[src/rtl/core/homogeneous_point_transform_defines.svh]
// Assertion macros shared by the homogeneous point transform RTL
`ifndef HOMOGENEOUS_POINT_TRANSFORM_DEFINES_SVH
`define HOMOGENEOUS_POINT_TRANSFORM_DEFINES_SVH
`ifndef SYNTH
`define HPT_ASSERT(lbl, prop, msg) \
  lbl: assert property (@(posedge clk) disable iff (rst) prop) else $error(msg);
`define HPT_ASSERT_RST(lbl, prop, msg) \
  lbl: assert property (@(posedge clk) prop) else $error(msg);
`else
`define HPT_ASSERT(lbl, prop, msg)
`define HPT_ASSERT_RST(lbl, prop, msg)
`endif
`endif

[src/rtl/core/hpt_pkg.sv]
// Types, command bundle and helpers for the homogeneous point transform
package hpt_pkg;

  localparam int NUM_COEF = 16;
  localparam int DATA_W   = 32;

  typedef enum logic [1:0] {
    ACT_LOAD   = 2'd0,
    ACT_PROJ   = 2'd1,
    ACT_AFFINE = 2'd2,
    ACT_UNUSED = 2'd3
  } action_t;

  typedef enum logic [2:0] {
    S_IDLE,
    S_DOT,
    S_DIV_GO,
    S_DIV_WAIT,
    S_SCALE,
    S_OUT
  } state_t;

  typedef enum logic [1:0] {
    ACC_HOLD,
    ACC_CLR,
    ACC_ADDP,
    ACC_ADDC
  } acc_op_t;

  typedef enum logic {
    MUL_PT,
    MUL_RES
  } mul_src_t;

  typedef struct packed {
    logic       load_pt;
    logic       coef_wr;
    logic [3:0] coef_addr;
    logic       mul_en;
    mul_src_t   mul_src;
    logic [1:0] mul_sel;
    acc_op_t    acc_op;
    logic       st_en;
    logic [1:0] st_row;
    logic       sc_en;
    logic [1:0] sc_row;
    logic       div_start;
    logic       zero_out;
    logic       out_load;
  } cmd_t;

  typedef struct packed {
    logic acc_zero;
    logic div_done;
  } sts_t;

  function automatic logic [DATA_W-1:0] sat32(input logic signed [63:0] v);
    if (v > 64'sd2147483647) return 32'h7FFF_FFFF;
    else if (v < -64'sd2147483648) return 32'h8000_0000;
    else return v[DATA_W-1:0];
  endfunction

endpackage

[src/rtl/core/hpt_recip.sv]
// Iterative reciprocal (1 << 2*FRAC_BITS) / w, one quotient bit per cycle
module hpt_recip #(
  parameter int FRAC_BITS = 16
) (
  input  logic        clk,
  input  logic        rst,
  input  logic        start,
  input  logic [31:0] w,
  output logic        done,
  output logic [31:0] inv
);

  localparam int QW = 2 * FRAC_BITS + 1;
  localparam int CW = $clog2(QW + 1);

  logic          busy;
  logic [CW-1:0] cnt;
  logic [31:0]   dvs;
  logic          neg;
  logic [31:0]   rem;
  logic [QW-1:0] quo;
  logic [32:0]   trial;
  logic          ge;
  logic [63:0]   q64;

  // numerator has a single one at bit 2*FRAC_BITS, the first bit taken
  assign trial = {rem, (cnt == CW'(QW))};
  assign ge    = trial >= {1'b0, dvs};

  always_ff @(posedge clk) begin
    if (rst) begin
      busy <= 1'b0;
      done <= 1'b0;
      cnt  <= '0;
    end else begin
      done <= 1'b0;
      if (start) begin
        busy <= 1'b1;
        cnt  <= CW'(QW);
      end else if (busy) begin
        cnt <= cnt - 1'b1;
        if (cnt == CW'(1)) begin
          busy <= 1'b0;
          done <= 1'b1;
        end
      end
    end
  end

  always_ff @(posedge clk) begin
    if (start) begin
      neg <= w[31];
      dvs <= w[31] ? (~w + 32'd1) : w;
      rem <= '0;
      quo <= '0;
    end else if (busy) begin
      rem <= ge ? 32'(trial - {1'b0, dvs}) : trial[31:0];
      quo <= {quo[QW-2:0], ge};
    end
  end

  assign q64 = 64'(quo);

  always_comb begin
    if (!neg) inv = (q64 > 64'h7FFF_FFFF) ? 32'h7FFF_FFFF : q64[31:0];
    else      inv = (q64 > 64'h8000_0000) ? 32'h8000_0000 : (~q64[31:0] + 32'd1);
  end

endmodule

[src/rtl/core/hpt_dpath.sv]
// Datapath: coefficient store, shared multiplier, accumulator, result registers
module hpt_dpath #(
  parameter int FRAC_BITS = 16
) (
  input  logic               clk,
  input  logic               rst,
  input  hpt_pkg::cmd_t      cmd,
  output hpt_pkg::sts_t      sts,
  input  logic [3:0]         coef_index,
  input  logic signed [31:0] coef_value,
  input  logic signed [31:0] px,
  input  logic signed [31:0] py,
  input  logic signed [31:0] pz,
  output logic [31:0]        out_x,
  output logic [31:0]        out_y,
  output logic [31:0]        out_z,
  output logic               w_was_zero
);

  logic signed [31:0] coef [hpt_pkg::NUM_COEF];
  logic signed [31:0] x, y, z;
  logic signed [31:0] res0, res1, res2;
  logic signed [31:0] ws;
  logic signed [63:0] prod;
  logic signed [63:0] acc;
  logic signed [63:0] fl;
  logic signed [31:0] mul_a, mul_b;
  logic signed [31:0] coef_rd;
  logic               wzero;
  logic               div_done;
  logic [31:0]        inv;

  hpt_recip #(.FRAC_BITS(FRAC_BITS)) u_recip (
    .clk   (clk),
    .rst   (rst),
    .start (cmd.div_start),
    .w     (ws),
    .done  (div_done),
    .inv   (inv)
  );

  assign coef_rd = coef[cmd.coef_addr];
  assign fl      = prod >>> FRAC_BITS;

  always_comb begin
    if (cmd.mul_src == hpt_pkg::MUL_PT) begin
      mul_a = coef_rd;
      case (cmd.mul_sel)
        2'd0:    mul_b = x;
        2'd1:    mul_b = y;
        default: mul_b = z;
      endcase
    end else begin
      mul_b = inv;
      case (cmd.mul_sel)
        2'd0:    mul_a = res0;
        2'd1:    mul_a = res1;
        default: mul_a = res2;
      endcase
    end
  end

  // identity on the diagonal after reset
  always_ff @(posedge clk) begin
    if (rst) begin
      for (int i = 0; i < hpt_pkg::NUM_COEF; i++) begin
        coef[i] <= (i % 5 == 0) ? (32'sd1 <<< FRAC_BITS) : 32'sd0;
      end
    end else if (cmd.coef_wr) begin
      coef[coef_index] <= coef_value;
    end
  end

  always_ff @(posedge clk) begin
    if (rst) begin
      wzero <= 1'b0;
    end else if (cmd.load_pt) begin
      wzero <= 1'b0;
    end else if (cmd.zero_out) begin
      wzero <= 1'b1;
    end
  end

  always_ff @(posedge clk) begin
    if (cmd.load_pt) begin
      x <= px;
      y <= py;
      z <= pz;
    end
    if (cmd.mul_en) prod <= mul_a * mul_b;
    case (cmd.acc_op)
      hpt_pkg::ACC_CLR:  acc <= '0;
      hpt_pkg::ACC_ADDP: acc <= acc + fl;
      hpt_pkg::ACC_ADDC: acc <= acc + {{32{coef_rd[31]}}, coef_rd};
      default:           acc <= acc;
    endcase
    if (cmd.st_en) begin
      case (cmd.st_row)
        2'd0:    res0 <= hpt_pkg::sat32(acc);
        2'd1:    res1 <= hpt_pkg::sat32(acc);
        2'd2:    res2 <= hpt_pkg::sat32(acc);
        default: ws   <= hpt_pkg::sat32(acc);
      endcase
    end
    if (cmd.sc_en) begin
      case (cmd.sc_row)
        2'd0:    res0 <= hpt_pkg::sat32(fl);
        2'd1:    res1 <= hpt_pkg::sat32(fl);
        default: res2 <= hpt_pkg::sat32(fl);
      endcase
    end
    if (cmd.out_load) begin
      out_x      <= wzero ? '0 : res0;
      out_y      <= wzero ? '0 : res1;
      out_z      <= wzero ? '0 : res2;
      w_was_zero <= wzero;
    end
  end

  assign sts.acc_zero = (acc == '0);
  assign sts.div_done = div_done;

endmodule

[config.mk]
export PLATFORM = sky130hd
export DESIGN_NAME = hpt_dpath
export DESIGN_NICKNAME = d
export VERILOG_FILES = /design/src/rtl/core/homogeneous_point_transform_defines.svh /design/src/rtl/core/hpt_pkg.sv /design/src/rtl/core/hpt_recip.sv /design/src/rtl/core/hpt_dpath.sv
export SDC_FILE = /design/constraint.sdc
export NUM_CORES = 2
export LEC_CHECK = 0
export BUFFER_PORTS_ARGS = -buffer_cell sky130_fd_sc_hd__buf_2
export CAP_MARGIN = 25
export CORE_UTILIZATION = 65
export DETAILED_ROUTE_END_ITERATION = 10
export PLACE_DENSITY = 0.83
export SLEW_MARGIN = 20
export SYNTH_ARGS = -nofsm -noshare
export SYNTH_HDL_FRONTEND = slang
export SYNTH_SLANG_ARGS = --single-unit
[constraint.sdc]
create_clock -name clk -period 17 [get_ports clk]
set_clock_uncertainty 0.05 [all_clocks]
set_input_delay 1.7 -clock clk [delete_from_list [all_inputs] [get_ports clk]]
set_output_delay 1.7 -clock clk [all_outputs]
set_load 0.05 [all_outputs]
# After elaboration in Yosys (flattened, before gate mapping)
# Memory sizes are Yosys's and may differ from the RTL's.
# Index checks and enable logic that the tools add are counted.
dict set report word_totals {
  mem_bits_rw 512
  regBits 556
  wordCells 104
  output_inout_bits 99
  mem_count 1
  in_bits 155
}
# name words width read_ports rd_ports_with_merged_regs wr line
set mem_list {}
lappend mem_list {coef 16 32 1 0 16 hpt_dpath.sv:20} ;# logic signed [31:0] coef [hpt_pkg::NUM_COEF];
dict set report op_classes {
  n_mul 1
  n_lt_le_gt_ge 7
  n_eq_ne 9
  n_mux 40
  addsub 6
  reduce_logical 13
  n_bitwise 4
}
# cell count
set ops {}
lappend ops {{2-to-1 mux 32 bit} 23}
lappend ops {{one-hot mux 64 bit (3 select lines)} 1}
lappend ops {{one-hot mux 32 bit (2 select lines)} 2}
lappend ops {{adder 32 x 1 -> 32 bit, second input constant} 2}
lappend ops {{adder 64 x 48 -> 64 bit} 1}
lappend ops {{adder 64 bit} 1}
lappend ops {{greater-than comparator 64 x 32 -> 1 bit, second input constant} 1}
lappend ops {{zero test 64 bit} 1}
lappend ops {{less-than comparator 64 x 32 -> 1 bit, second input constant} 1}
lappend ops {{multiplier 32 x 32 -> 64 bit} 1}
lappend ops {{NOT 32 bit} 2}
lappend ops {{greater-than comparator 48 x 32 -> 1 bit, second input constant} 1}
lappend ops {{less-than comparator 48 x 32 -> 1 bit, second input constant} 1}
lappend ops {{greater-or-equal comparator 33 x 32 -> 1 bit} 1}
lappend ops {{greater-than comparator 33 x 31 -> 1 bit, second input constant} 1}
lappend ops {{greater-than comparator 33 x 32 -> 1 bit, second input constant} 1}
lappend ops {{OR reduction 32 bit} 1}
lappend ops {{subtractor 32 bit} 1}
lappend ops {{2-to-1 mux 31 bit} 1}
lappend ops {{2-to-1 mux 6 bit} 2}
lappend ops {{2-to-1 mux 1 bit} 10}
lappend ops {{== test 2 x 1 -> 1 bit, second input constant} 4}
lappend ops {{== test 2 bit, second input constant} 3}
lappend ops {{== test 6 x 1 -> 1 bit, second input constant} 1}
lappend ops {{other kinds (10)} 16}

# Longest topological paths before layout
dict set report logic_depth {
  word_depth 7
  depth_mapped 41
  depth_no_buf 38
}

# Modules after synthesis
# From an unflattened synthesis, not the netlist that was laid out.
dict set report unflattened {
  hier_cells 8763
  area_unflattened_um2 90474.3
}
# module area_per_inst_um2 seq_area_each_um2 n_inst cells_each
set modules_own_cells {}
lappend modules_own_cells {hpt_dpath 83042.1 27436.3 1 7839}
lappend modules_own_cells {hpt_recip 7432.1 2452.4 1 924}

# Worst setup path after synthesis
# OpenSTA, ideal clock, no wires.
dict set report synth_timing {
  path_kind {input -> register}
  start {input cmd[15] in the netlist's numbering}
  end {register prod[63] (data pin)}
  slack_ns 4.663
  arrival_time_ns 12.130
  path_buffers 7
  cell_stages 34
  setup_time_ns 0.157
  required_time_ns 16.793
  path_cell_list {buf_2 buf_2 buf_2 buf_1 mux4_2 mux4_2 nand2_1 nand2_1 clkbuf_1 clkbuf_1 nand2_1 inv_1 fa_1 fa_1 fa_1 fa_1 inv_1 fa_1 inv_1 fa_1 fa_1 fa_1 ha_1 clkbuf_1 a21o_1 a21o_1 a21oi_1 o21ai_0 a211oi_1 o21ai_0 o221ai_1 a21oi_1 and4_1 nor3_1}
}
dict set report synth_via {
  elab_chain_len 3
}
# item line
set synth_rtl {}
lappend synth_rtl {{start: declaration} hpt_dpath.sv:7} ;# input hpt_pkg::cmd_t cmd,
lappend synth_rtl {{memory read (16 x 32 bit)} -}
lappend synth_rtl {{2-to-1 mux 32 bit} hpt_dpath.sv:46} ;# if (cmd.mul_src == hpt_pkg::MUL_PT) begin
lappend synth_rtl {{multiplier 32 x 32 -> 64 bit} hpt_dpath.sv:90} ;# if (cmd.mul_en) prod <= mul_a * mul_b;
lappend synth_rtl {{end signal: assignment} hpt_dpath.sv:90}
lappend synth_rtl {{end: declaration} hpt_dpath.sv:24} ;# logic signed [63:0] prod;
# Every way passes these cells.
# A chain may end at the register's enable or synchronous reset.

# Final worst setup path
dict set report layout_timing {
  start {input cmd[16] in the netlist's numbering}
  end {register prod[63] (data pin)}
}
# The elaborated chain is that of the path after synthesis.

==> flow_summary.yaml <==
status:
  status: "finished clean"
critical_path:
  rr_worst_depth: 33
  path_class: "input port to flop"
  crit_family: "adder cells"
  cpMostUsedCell: "fa_1"
  r2r-end: "prod[63]"
  cp.arrival_ns: 13.41
  rr_startpoint: "u_recip.quo[0]"
  end_kind: "flop"
  max_stage_delay_ns: 0.94
  cp-start-kind: "input port"
  critical_path.max_fanout: 58
  critical_path.slowest_cell: "a2111oi_2"
  crit_path_start: "cmd[16]"
  r2r_slack_ns: 4.45
  required_ns: 17.41
  path_buf_inv: 8
detailed_routing:
  met2WireLength_microns: 129000
  met1_length_microns: 94700
  top_layer_used: "met5"
  ant_nets: 0
  drtPass1Iterations: 6
  routed_via_density: 6.49
  drt_iter0_drc: 8164
  wirelength_microns: 279000
  drc_errors: 0
  route.met3.wl_microns: 36700
  vias: 68300
  wl_per_cell_microns: 26.5
floorplan:
  row_count: 136
  die_y_microns: 374
  die_x_microns: 374
  core_sq_um: 137000
  initial_utilization_pct: 65.6
  die_area_sq_um: 140000
  ios: 254
grt:
  grt_pass1_vias: 70400
  grt_overflow: 0
  grt_max_degree: 99
  antenna_found_initial: 17
  grt_pass1_wl_microns: 422000
  grtUsageTotal_pct: 40.2
timing:
  worst_slew_pin_slew_ns: 1.16
  max_slew_margin_pct: 22.4
  holdWs_ns: 0.424
  final-hold-violation-count: 0
  fin_crit_sh_pct: 76.4
  final_max_slew_viol_count: 0
  tns_ns: 0
  rsz0062_at_grt: "false"
  setup_viol: 0
  period_minus_slack_ns: 12.99
  max_freq_mhz: 77.0
synth:
  yosys_warnings: 0
  netlist_area_sq_um: 90200
  yosysMostFrequentCell: "fa_1"
  asyncSetResetFlopFracSynth_pct: 0
  synthCells: 8642
  synth_top_area_share_pct: 29.4
  synth.largest_area_cell: "edfxtp_1"
  avgSynthCellArea_sq_um: 10.4
  synthFlopType: "edfxtp_1"
  synth_commonest_cells: "fa_1 (1,084), inv_1 (1,068), nand2_1 (901)"
  synth_edf_count: 882
  ys_types: 83
  synth-seq-cells: 1052
  syn-num-nets: 10200
  ys_seq_area_share_pct: 33.1
  synth_area_leaders: "edfxtp_1 (29%), fa_1 (24%), ha_1 (4.8%), inv_1 (4.4%), and2_1 (4.2%)"
worst_hold_path:
  worst_hold_startpoint: "u_recip.rem[18]"
  min_path_cells: 2
  min_to: "u_recip.rem[19]"
  hold_class: "flop to flop"
finish:
  fin_nets: 10200
  areaGrowthSynthToFinish_pct: 7.22
  drive_gt1_share_pct: 9.61
  multiInputGateArea_sq_um: 54500
  fin_util_pct: 70.3
  nFillCells: 9703
  regArea_sq_um: 29900
clocking:
  cts_buffers: 108
  cts_buffer_depth: 3
  cts_resized: 0
  clkSlewWorstSetupHoldPaths_ns: 0.06
  cts-hold-fix-buffers: 0
  clk_latency_ns: 0.78
  cts_setup_buffers: 0
  htreeDepth: 3
  clockRootBuffer: "clkbuf_16"
  clock_sinks: 1052
  cts_tree: "yes"
job:
  drv_cap: 0
placement:
  io_buffers: 253
  dp_hpwl_microns: 202000
  gp_congestion: 0.986
[cells in the final DEF (no fill, tap or decap), drive strengths merged, types with 74 or more instances in the layout]
| cell type | instances |
|---|---|
| a21o | 142 |
| a21oi | 356 |
| and2 | 610 |
| buf | 395 |
| clkbuf | 132 |
| dfxtp | 170 |
| edfxtp | 882 |
| fa | 1084 |
| ha | 343 |
| inv | 1073 |
| mux2i | 105 |
| mux4 | 159 |
| nand2 | 901 |
| nand4 | 75 |
| nor2 | 729 |
| nor2b | 128 |
| nor3 | 74 |
| o211ai | 110 |
| o21ai | 286 |
| xnor2 | 148 |
[worst register-to-register path, delay by kind of cell (launching register included)]
family,cells,cell delay [ns]
AO/OA/AOI/OAI,11,2.62
adder cells (fa/ha/maj),10,5.42
buffers and inverters,6,1.61
flip-flops,1,0.49
AND/OR/NAND/NOR,6,2.15
[routing by layer]
layer	up-vias	global-route usage, %
met1	33800	49.4
li1	28700	-
met5	-	0
met4	18	22.3
met3	1194	12.1
met2	4590	63.6
[logic make-up after synthesis]
family                     synth area share (%)
xor gates and xnor gates                   2.14
DFF                                        33.1
and+or+nand+nor                            15.0
buffers and inverters                      6.63
adders and majority gates                  28.8
muxes                                      5.40
AOI/OAI and AO/OA                          8.90
[layout make-up]
cell class	count	area share, %
antenna	14	0.0362
clock buffer	131	2.93
clock inverter	67	0.734
inverter	1071	4.16
multi-input combinational	6004	56.4
sequential	1052	30.9
tap	1794	2.32
timing repair buffer	396	2.52
[stage by stage]
stage	std cells	setup slack [ns]	area (sq um)
6_report	10500	4.01	96700
5_1_grt	10500	3.46	96700
4_1_cts	10500	4.13	96600
3_5_place_dp	10300	3.39	93000
3_3_place_gp	10300	3.66	93000
2_1_floorplan	8642	4.66	90200
[registers in the layout, summed over array words and instances, names as in the netlist, 32 cells and up]
| name | cells |
|---|---|
| ws | 32 |
| acc | 64 |
| out_y | 32 |
| out_x | 32 |
| u_recip.rem | 32 |
| x | 32 |
| y | 32 |
| res2 | 32 |
| res1 | 32 |
| coef | 512 |
| u_recip.dvs | 32 |
| res0 | 32 |
| out_z | 32 |
| u_recip.quo | 33 |
| prod | 48 |
| z | 32 |
[worst max path at each step]
stage	end	slack, ns	cells past startpoint
2_1_floorplan	prod[63]	4.66	34
3_3_place_gp	prod[63]	3.66	30
3_5_place_dp	prod[63]	3.39	28
4_1_cts	prod[63]	4.13	28
5_1_grt	prod[63]	3.46	30
6_report	prod[63]	4.01	33
Power is left out: the tool's default activity adds up to more than one toggle a clock period on the data nets, which glitch-free logic cannot reach.
