[src/rtl/core/homogeneous_point_transform_defines.svh]
// Assertion macros shared by the homogeneous point transform RTL
`ifndef HOMOGENEOUS_POINT_TRANSFORM_DEFINES_SVH
`define HOMOGENEOUS_POINT_TRANSFORM_DEFINES_SVH
`ifndef SYNTH
`define HPT_ASSERT(lbl, prop, msg) \
  lbl: assert property (@(posedge clk) disable iff (rst) prop) else $error(msg);
`define HPT_ASSERT_RST(lbl, prop, msg) \
  lbl: assert property (@(posedge clk) prop) else $error(msg);
`else
`define HPT_ASSERT(lbl, prop, msg)
`define HPT_ASSERT_RST(lbl, prop, msg)
`endif
`endif

[src/rtl/core/hpt_pkg.sv]
// Types, command bundle and helpers for the homogeneous point transform
package hpt_pkg;

  localparam int NUM_COEF = 16;
  localparam int DATA_W   = 32;

  typedef enum logic [1:0] {
    ACT_LOAD   = 2'd0,
    ACT_PROJ   = 2'd1,
    ACT_AFFINE = 2'd2,
    ACT_UNUSED = 2'd3
  } action_t;

  typedef enum logic [2:0] {
    S_IDLE,
    S_DOT,
    S_DIV_GO,
    S_DIV_WAIT,
    S_SCALE,
    S_OUT
  } state_t;

  typedef enum logic [1:0] {
    ACC_HOLD,
    ACC_CLR,
    ACC_ADDP,
    ACC_ADDC
  } acc_op_t;

  typedef enum logic {
    MUL_PT,
    MUL_RES
  } mul_src_t;

  typedef struct packed {
    logic       load_pt;
    logic       coef_wr;
    logic [3:0] coef_addr;
    logic       mul_en;
    mul_src_t   mul_src;
    logic [1:0] mul_sel;
    acc_op_t    acc_op;
    logic       st_en;
    logic [1:0] st_row;
    logic       sc_en;
    logic [1:0] sc_row;
    logic       div_start;
    logic       zero_out;
    logic       out_load;
  } cmd_t;

  typedef struct packed {
    logic acc_zero;
    logic div_done;
  } sts_t;

  function automatic logic [DATA_W-1:0] sat32(input logic signed [63:0] v);
    if (v > 64'sd2147483647) return 32'h7FFF_FFFF;
    else if (v < -64'sd2147483648) return 32'h8000_0000;
    else return v[DATA_W-1:0];
  endfunction

endpackage

[src/rtl/core/hpt_ctrl.sv]
// Controller: sequences dot products, reciprocal and scaling per beat
`include "homogeneous_point_transform_defines.svh"
module hpt_ctrl (
  input  logic          clk,
  input  logic          rst,
  input  logic          s_tvalid,
  output logic          s_tready,
  input  logic [1:0]    action,
  output logic          m_tvalid,
  input  logic          m_tready,
  input  hpt_pkg::sts_t sts,
  output hpt_pkg::cmd_t cmd
);

  hpt_pkg::state_t state, state_next;
  logic       proj, proj_next;
  logic [1:0] row, row_next;
  logic [2:0] k, k_next;
  logic       m_tvalid_next;
  logic [1:0] kk;

  assign kk = (k == 3'd4) ? 2'd3 : k[1:0];

  always_ff @(posedge clk) begin
    if (rst) begin
      state    <= hpt_pkg::S_IDLE;
      proj     <= 1'b0;
      row      <= '0;
      k        <= '0;
      m_tvalid <= 1'b0;
    end else begin
      state    <= state_next;
      proj     <= proj_next;
      row      <= row_next;
      k        <= k_next;
      m_tvalid <= m_tvalid_next;
    end
  end

  always_comb begin
    state_next    = state;
    proj_next     = proj;
    row_next      = row;
    k_next        = k;
    m_tvalid_next = m_tvalid && !m_tready;
    s_tready      = 1'b0;
    cmd           = '0;
    cmd.mul_src   = hpt_pkg::MUL_PT;
    cmd.acc_op    = hpt_pkg::ACC_HOLD;
    // projective reads columns (row + 4k), affine reads rows (4row + k)
    cmd.coef_addr = proj ? {kk, row} : {row, kk};
    case (state)
      hpt_pkg::S_IDLE: begin
        s_tready = 1'b1;
        if (s_tvalid) begin
          case (action)
            hpt_pkg::ACT_LOAD: cmd.coef_wr = 1'b1;
            hpt_pkg::ACT_PROJ: begin
              cmd.load_pt = 1'b1;
              proj_next   = 1'b1;
              row_next    = 2'd3;
              k_next      = '0;
              state_next  = hpt_pkg::S_DOT;
            end
            hpt_pkg::ACT_AFFINE: begin
              cmd.load_pt = 1'b1;
              proj_next   = 1'b0;
              row_next    = 2'd0;
              k_next      = '0;
              state_next  = hpt_pkg::S_DOT;
            end
            default: ;
          endcase
        end
      end
      hpt_pkg::S_DOT: begin
        k_next = k + 3'd1;
        if (k < 3'd3) begin
          cmd.mul_en  = 1'b1;
          cmd.mul_sel = k[1:0];
        end
        case (k)
          3'd0:    cmd.acc_op = hpt_pkg::ACC_CLR;
          3'd1, 3'd2, 3'd3: cmd.acc_op = hpt_pkg::ACC_ADDP;
          3'd4:    cmd.acc_op = hpt_pkg::ACC_ADDC;
          default: begin
            cmd.st_en  = 1'b1;
            cmd.st_row = row;
            k_next     = '0;
            if (proj && row == 2'd3) begin
              if (sts.acc_zero) begin
                cmd.zero_out = 1'b1;
                state_next   = hpt_pkg::S_OUT;
              end else begin
                state_next = hpt_pkg::S_DIV_GO;
              end
            end else if (row == 2'd2) begin
              state_next = proj ? hpt_pkg::S_SCALE : hpt_pkg::S_OUT;
            end else begin
              row_next = row + 2'd1;
            end
          end
        endcase
      end
      hpt_pkg::S_DIV_GO: begin
        cmd.div_start = 1'b1;
        state_next    = hpt_pkg::S_DIV_WAIT;
      end
      hpt_pkg::S_DIV_WAIT: begin
        if (sts.div_done) begin
          row_next   = 2'd0;
          k_next     = '0;
          state_next = hpt_pkg::S_DOT;
        end
      end
      hpt_pkg::S_SCALE: begin
        k_next      = k + 3'd1;
        cmd.mul_src = hpt_pkg::MUL_RES;
        cmd.mul_sel = k[1:0];
        cmd.mul_en  = (k < 3'd3);
        cmd.sc_en   = (k != 3'd0);
        cmd.sc_row  = 2'(k - 3'd1);
        if (k == 3'd3) begin
          k_next     = '0;
          state_next = hpt_pkg::S_OUT;
        end
      end
      hpt_pkg::S_OUT: begin
        if (!m_tvalid || m_tready) begin
          cmd.out_load  = 1'b1;
          m_tvalid_next = 1'b1;
          state_next    = hpt_pkg::S_IDLE;
        end
      end
      default: state_next = hpt_pkg::S_IDLE;
    endcase
  end

  `HPT_ASSERT(a_div_resumes, state == hpt_pkg::S_DIV_WAIT && sts.div_done |=> state == hpt_pkg::S_DOT && row == 2'd0, "dot rows do not resume after reciprocal")
  `HPT_ASSERT(a_no_clobber, cmd.out_load |-> !m_tvalid || m_tready, "result overwritten before taken")
  `HPT_ASSERT_RST(a_rst_quiet, rst |=> state == hpt_pkg::S_IDLE && !m_tvalid, "not idle after reset")

endmodule

[config.mk]
export PLATFORM = sky130hd
export DESIGN_NAME = hpt_ctrl
export DESIGN_NICKNAME = d
export VERILOG_FILES = /design/src/rtl/core/hpt_pkg.sv /design/src/rtl/core/hpt_ctrl.sv
export VERILOG_INCLUDE_DIRS = /design/src /design/src/rtl/core
export SDC_FILE = /design/constraint.sdc
export NUM_CORES = 1
export LEC_CHECK = 0
export BUFFER_PORTS_ARGS = -buffer_cell sky130_fd_sc_hd__buf_2
export CORE_MARGIN = 4
export CORE_UTILIZATION = 46
export CTS_CLUSTER_DIAMETER = 30
export DETAILED_ROUTE_END_ITERATION = 6
export GPL_TIMING_DRIVEN = 0
export PLACE_DENSITY = 0.76
export SYNTH_ARGS = -nofsm -noshare
export SYNTH_HDL_FRONTEND = slang
export SYNTH_SLANG_ARGS = --single-unit
[constraint.sdc]
create_clock -name clk -period 1.8 [get_ports clk]
set_clock_uncertainty 0.05 [all_clocks]
set_input_delay 0.36 -clock clk [delete_from_list [all_inputs] [get_ports clk]]
set_output_delay 0.36 -clock clk [all_outputs]
set_load 0.02 [all_outputs]
Word-level counts from Yosys, hierarchy flattened:

Cells that the tools add are included.
W data, S select, Z words.

* register bits: 10
* input bits: 8
* output and inout bits: 23

* add/sub/neg operators: 3
* $lt $le $gt $ge: 1
* eq/ne operators: 23
* mux-type cells: 50
* reduce and logical (&&, ||, !) cells: 19

Operator list (number)
* $mux W3: 16
* $mux W2: 9
* $pmux W3 S6: 1
* $ne A2 B2 Y1 const B: 8
* $mux W1: 15
* $reduce_and A7 Y1: 2
* $eq A3 B2 Y1 const B: 4
* $pmux W2 S3: 2
* $pmux W3 S4: 1
* $eq A3 B3 Y1 const B: 3
* $pmux W2 S2: 2
* $eq A2 B2 Y1 const B: 3
* $eq A3 B1 Y1 const B: 2
* $logic_not A3 Y1: 2
* $reduce_bool A3 Y1: 2
* $mux W5: 1
* $reduce_or A5 Y1: 1
* $mux W4: 1
* $pmux W1 S2: 2
* $reduce_and A4 Y1: 1
* $reduce_bool A4 Y1: 1
* $add A3 B1 Y3 const B: 1
* $lt A3 B2 Y1 const B: 1
* $ne A3 B1 Y1 const B: 1
* other kinds (12): 14

Depth between registers and ports, before layout:

Gate-level depths: netlist of the first run.

* depth after elaboration: 5
* mapped depth: 7

Worst setup path after synthesis of the first run:

No wires, ideal clock.

* path type: register to output
* start: register k[0]
* end: output cmd[1] in the netlist's numbering
* arrival: 1.785 ns
* slack: -0.395 ns
* stages on the path, launching flop included: 7
* path buffers: 0
* cell sequence: dfxtp_1 > inv_1 > ha_1 > o21bai_1 > nand2_1 > nor2_2 > and4_1

RTL lines
* start, declared: line hpt_ctrl.sv:18 `logic [2:0] k, k_next;`
* start signal, assigned: line hpt_ctrl.sv:35 `k <= k_next;`
* end, declared: line hpt_ctrl.sv:12 `output hpt_pkg::cmd_t cmd`

==> impl_metrics.ini, run 1 <==
[synthesis]
yosys_warnings = 0
synth-edff-count = 0
synth_area_sq_um = 1020
synth_area_leaders = dfxtp_1 (20%), ha_1 (14%), a21oi_1 (8.4%)
synth_cells = 139
synth_ff_type = dfxtp_1
synth_seq_area_share = 0.197
syn_nets = 158
synth_cell_types = 40
async_reset_ff_frac = 0
yosys.area.top_type = dfxtp_1
ys_seq_elements = 10
synth_top_area_share = 0.197
syn_area_per_cell_sq_um = 7.32

[die]
ioPinCount = 31
die_h_um = 55.0
start_util = 0.503
die_area_sq_um = 3030
core_sq_um = 2020
fp-row-count = 16
die_w_um = 55.0

[cells_and_area]
layout_common_cells = buf_6 (24), buf_4 (22), inv_1 (9), nor2_1 (9), buf_2 (9)
fill_cells = 72
final_cells = 221
area_growth_pct = 86.2
layout-drive-gt1-share = 0.608
fin_nets = 214
antennaDiodeCount = 0
final_common_cell = buf_6

[sta]
hold_viol = 0
finalCriticalPeriod_ns = 2.18
min_period_over_period = 1.21
slew_headroom = 0.588
fmax_ghz = 0.458
rsz0062_at_grt = true
drv_slew = 0
fin_ws_ns = -0.383
setup_viol = 25
finalSetupTns_ns = -4.90
tightest_slew_ns = 0.618

[routing]
ant_nets = 0
wl_per_cell_um = 24.5
vias = 1547
drcViolationCount = 0
drtIter0Drc = 109
drt-pass1-iter-count = 5
vias_per_cell = 7.00
drt-total-wl_mm = 5.41

[placement]
place.gp.congestion = 0.904
hpwl_mm = 2.27
io_buffers = 29
dp_cells = 195

[cts]
postCtsHoldBufs = 0
htree_levels = 1
clock_latency_ns = 0.30
cts.clk_slew.worst_paths_ns = 0.10
cts_tree = done
cts.sinks = 10
clockBufferDepth = 2
cts_root_buffer = clkbuf_4
numCtsBuffers = 3

[worst_setup_path]
arrival_ns = 1.77
critPathKind = flop to output pin
critPathLaunchType = flop
required_ns = 1.39
end_kind = output pin
reg2reg_depth = 8
critical_path_peak_fanout = 6

[status]
failed_checks = setup timing
status = finished with violations

[worst_hold_path]
hold_depth = 3
min_path_type = primary input to flop

[power_and_ir_drop]
p_int_mw = 1.61
power_frac_comb = 0.802
peakVddDrop_mv = 1.29
total_leakage_power_nw = 0.817
clkPwrFrac = 0.071
p_sw_mw = 1.68
p_seq_frac = 0.127
p_per_area_nw_per_um2 = 1730
netSwitchingFraction = 0.511

[global_route]
overflow = 0
grt_max_degree = 11
grt_pass1_vias = 1347
grt_pass1_wl_mm = 6.29
antenna_found_initial = 0
grt_usage = 0.290

[job]
drv_cap = 0
## through the flow
stage	utilization	area [sq um]	hold slack [ns]	power (mW)	setup slack (ns)
floorplan	-	1140	0.449	1.52	-0.0348
global placement	0.655	1320	0.466	1.80	-0.152
detailed placement	0.655	1320	0.484	1.86	-0.196
CTS	0.810	1640	0.361	2.47	-0.327
global route	0.937	1890	0.358	3.44	-0.420
finish	0.937	1890	0.348	3.28	-0.383
## metal layers
metal | wire length [um] | global-route usage
met5 | 0 | 0
met4 | 341 | 0.154
met3 | 660 | 0.0509
met2 | 2510 | 0.559
met1 | 1900 | 0.290
## timing repair
action	4_1_cts	5_1_grt
gates resized for setup	50	49
endpoints found under the setup margin	21	26
pin swaps	7	15
setup buffers	12	12
## cell families (layout without fill, tap and decap cells)
family	Yosys count	count (layout)	synth area share
adder cells (fa/ha/maj)	11	11	0.135
buffers and inverters	21	76	0.0898
AO/OA/AOI/OAI	44	44	0.285
flip-flops	10	10	0.197
multiplexers	2	2	0.0197
AND/OR/NAND/NOR	51	51	0.273
## area by class of cell
type,count,area (sq um),share of cell area
plain buffers,7,68.8,0.0363
clock buffers,4,36.3,0.0192
inverters,12,55.1,0.0291
multi-input cells,108,1010,0.533
flip-flops and latches,10,215,0.114
well taps,27,33.8,0.0178
repair buffers,53,475,0.251
## sequential cells by signal, indices dropped and copies added, names as in the netlist
register and cells:
row 2, state 3, m_tvalid 1, proj 1
k 3
## worst paths after layout
| path | start | end | slack, ns |
|---|---|---|---|
| worst min-delay path | m_tready | m_tvalid$_SDFF_PP0_ | 0.35 |
| worst max-delay path | k[0]$_SDFFE_PP0P_ | cmd[1] | -0.38 |
| worst max register to register | k[0]$_SDFFE_PP0P_ | state[0]$_SDFFE_PP0P_ | -0.17 |
| worst min register to register | m_tvalid$_SDFF_PP0_ | m_tvalid$_SDFF_PP0_ | 0.51 |
## power by group through the flow
stage | Combinational, mW | Sequential [mW] | Clock (mW)
after global placement | 1.40 | 0.400 | 0
after detailed placement | 1.45 | 0.408 | 0
after global routing | 2.77 | 0.418 | 0.245
final | 2.63 | 0.418 | 0.233
after floorplan | 1.14 | 0.379 | 0
after CTS | 1.87 | 0.380 | 0.212
## synth_stat cells (3+ instances only)
cell type and number:
a21oi_1 17, a211o_1 3, inv_1 12, ha_1 11, buf_2 4, nand2_1 8
dfxtp_1 10, clkbuf_1 3, and3_1 3, o21ai_0 3, nor2_1 13, a211oi_1 4
nand4_1 3, nor2b_1 3, nor3_1 8
## critical path, cell delays in order, from the launching register on
cell and delay [ns]:
dfxtp_4 0.41, ha_4 0.19, ha_4 0.17, nor2_4 0.13, nand2_4 0.09, nor2_4 0.14
and4_4 0.23, buf_6 0.11
Power figures use the tool's default switching activity.
==> run 2: changes to the inputs <==
--- a/config.mk
+++ b/config.mk
@@ -7,12 +7,14 @@
 export NUM_CORES = 1
 export LEC_CHECK = 0
 export BUFFER_PORTS_ARGS = -buffer_cell sky130_fd_sc_hd__buf_2
+export CELL_PAD_IN_SITES_DETAIL_PLACEMENT = 0
+export CELL_PAD_IN_SITES_GLOBAL_PLACEMENT = 1
 export CORE_MARGIN = 4
-export CORE_UTILIZATION = 46
+export CORE_UTILIZATION = 32
 export CTS_CLUSTER_DIAMETER = 30
 export DETAILED_ROUTE_END_ITERATION = 6
 export GPL_TIMING_DRIVEN = 0
-export PLACE_DENSITY = 0.76
+export PLACE_DENSITY_LB_ADDON = 0.1
 export SYNTH_ARGS = -nofsm -noshare
 export SYNTH_HDL_FRONTEND = slang
 export SYNTH_SLANG_ARGS = --single-unit
==> run 2 against run 1 <==
Net effect: routed wire length decreased by 41%; core utilization decreased by 34 points; the flow still finishes with violations (setup timing); highest routed layer unchanged; cell area decreased by 4.5%; worst setup slack improved by 0.089 ns; largest cell class unchanged; die area increased by 37%.
==> impl_metrics.ini, run 2 (same netlist as run 1, synthesis figures left out) <==
[status]
status = finished with violations
failed_checks = setup timing

[placement]
io_buffers = 29
dp_cells = 212
place.gp.congestion = 0.777
dpl_cell_area_sq_um = 1350
hpwl_mm = 2.23

[cells_and_area]
final_cells = 233
top_regs = k (3), state (3), row (2)
fin_nets = 209
design_area_sq_um = 1810
layout-drive-gt1-share = 0.561
fill_cells = 291
multi_input_area_sq_um = 980
layout_common_cells = buf_4 (22), buf_6 (19), a21oi_1 (10), buf_2 (10)
final_util = 0.593
area_growth_pct = 77.9
final_common_cell = buf_4
antennaDiodeCount = 0
ff_latch_area_sq_um = 215

[sta]
finalCriticalPeriod_ns = 2.09
finalSetupTns_ns = -2.30
slew_headroom = 0.640
drv_slew = 0
tightest_slew_ns = 0.540
min_period_over_period = 1.16
fmax_ghz = 0.478
rsz0062_at_grt = true
fin_ws_ns = -0.294
hold_viol = 0
setup_viol = 16

[die]
start_util = 0.333
die_area_sq_um = 4140
die_h_um = 64.4
core_sq_um = 3050
ioPinCount = 31
fp-row-count = 20
die_w_um = 64.4

[global_route]
antenna_found_initial = 0
grt_max_degree = 11
grt_usage = 0.146
grt_pass1_vias = 1132
overflow = 0
grt_pass1_wl_mm = 4.93

[cts]
numCtsBuffers = 3
clock_latency_ns = 0.27
cts.clk_slew.worst_paths_ns = 0.08
htree_levels = 1
cts_tree = done
cts_root_buffer = clkbuf_4
cts.sinks = 10
clockBufferDepth = 2

[worst_setup_path]
critical_path_peak_fanout = 4
critPathKind = flop to output pin
critPathLaunchType = flop
arrival_ns = 1.68
end_kind = output pin
required_ns = 1.39

[routing]
drtIter0Drc = 33
ant_nets = 0
wl_per_cell_um = 13.7
drcViolationCount = 0
drt-total-wl_mm = 3.20
vias_per_cell = 5.18
drt-pass1-iter-count = 4
vias = 1206

[power_and_ir_drop]
peakVddDrop_mv = 0.501
total_leakage_power_nw = 0.768
p_per_area_nw_per_um2 = 1490

[worst_hold_path]
min_path_type = primary input to flop

[job]
drv_cap = 0
## run 2: worst max-delay path, cell delays in order (launching register included)
cell and delay (ns):
dfxtp_4 0.36, or3b_4 0.41, or3_4 0.39, a21oi_4 0.13, buf_6 0.12
## run 2: cell type report
class                           count  area share
Clock buffer                        4      0.0201
Multi-Input combinational cell    108       0.541
Timing Repair Buffer               47       0.216
Tap cell                           44      0.0304
Buffer                              8      0.0422
Inverter                           12      0.0304
Sequential cell                    10       0.119
## run 2: path summary, 6_finish.rpt
check	end	cells after the start	start	slack [ns]
worst min-delay path	m_tvalid$_SDFF_PP0_	3	m_tready	0.37
worst max register to register	state[1]$_SDFFE_PP0P_	7	k[0]$_SDFFE_PP0P_	0.04
worst max-delay path	cmd[12]	4	state[0]$_SDFFE_PP0P_	-0.29
worst min register to register	k[1]$_SDFFE_PP0P_	2	k[1]$_SDFFE_PP0P_	0.48
## run 2: layer usage
metal | GRT usage | routed length, um | vias up
met5 | 0 | 0 | -
met4 | 0.0554 | 49 | 0
met3 | 0.0176 | 128 | 6
met2 | 0.263 | 1600 | 33
met1 | 0.175 | 1420 | 565
li1 | - | - | 602
## run 2: report_power, final
group          internal [mW]  switching, mW  leakage, nW
logic                  0.965           1.13        0.661
registers              0.299         0.0924       0.0853
clock network          0.123         0.0892       0.0210
total                   1.39           1.31        0.768
## run 2: metrics by stage
step	hold WS, ns	setup WS [ns]	total power, mW
2_1_floorplan	0.449	-0.0348	1.52
3_3_place_gp	0.478	-0.156	1.84
3_5_place_dp	0.490	-0.154	1.85
4_1_cts	0.363	-0.304	2.41
5_1_grt	0.383	-0.331	2.88
6_report	0.369	-0.294	2.70
## run 2: what timing repair did
action | in CTS | in global routing
pin swaps | 7 | 12
setup buffers | 12 | 7
resized for setup | 40 | 48
hold buffers | 0 | 0
setup endpoints to repair | 21 | 23
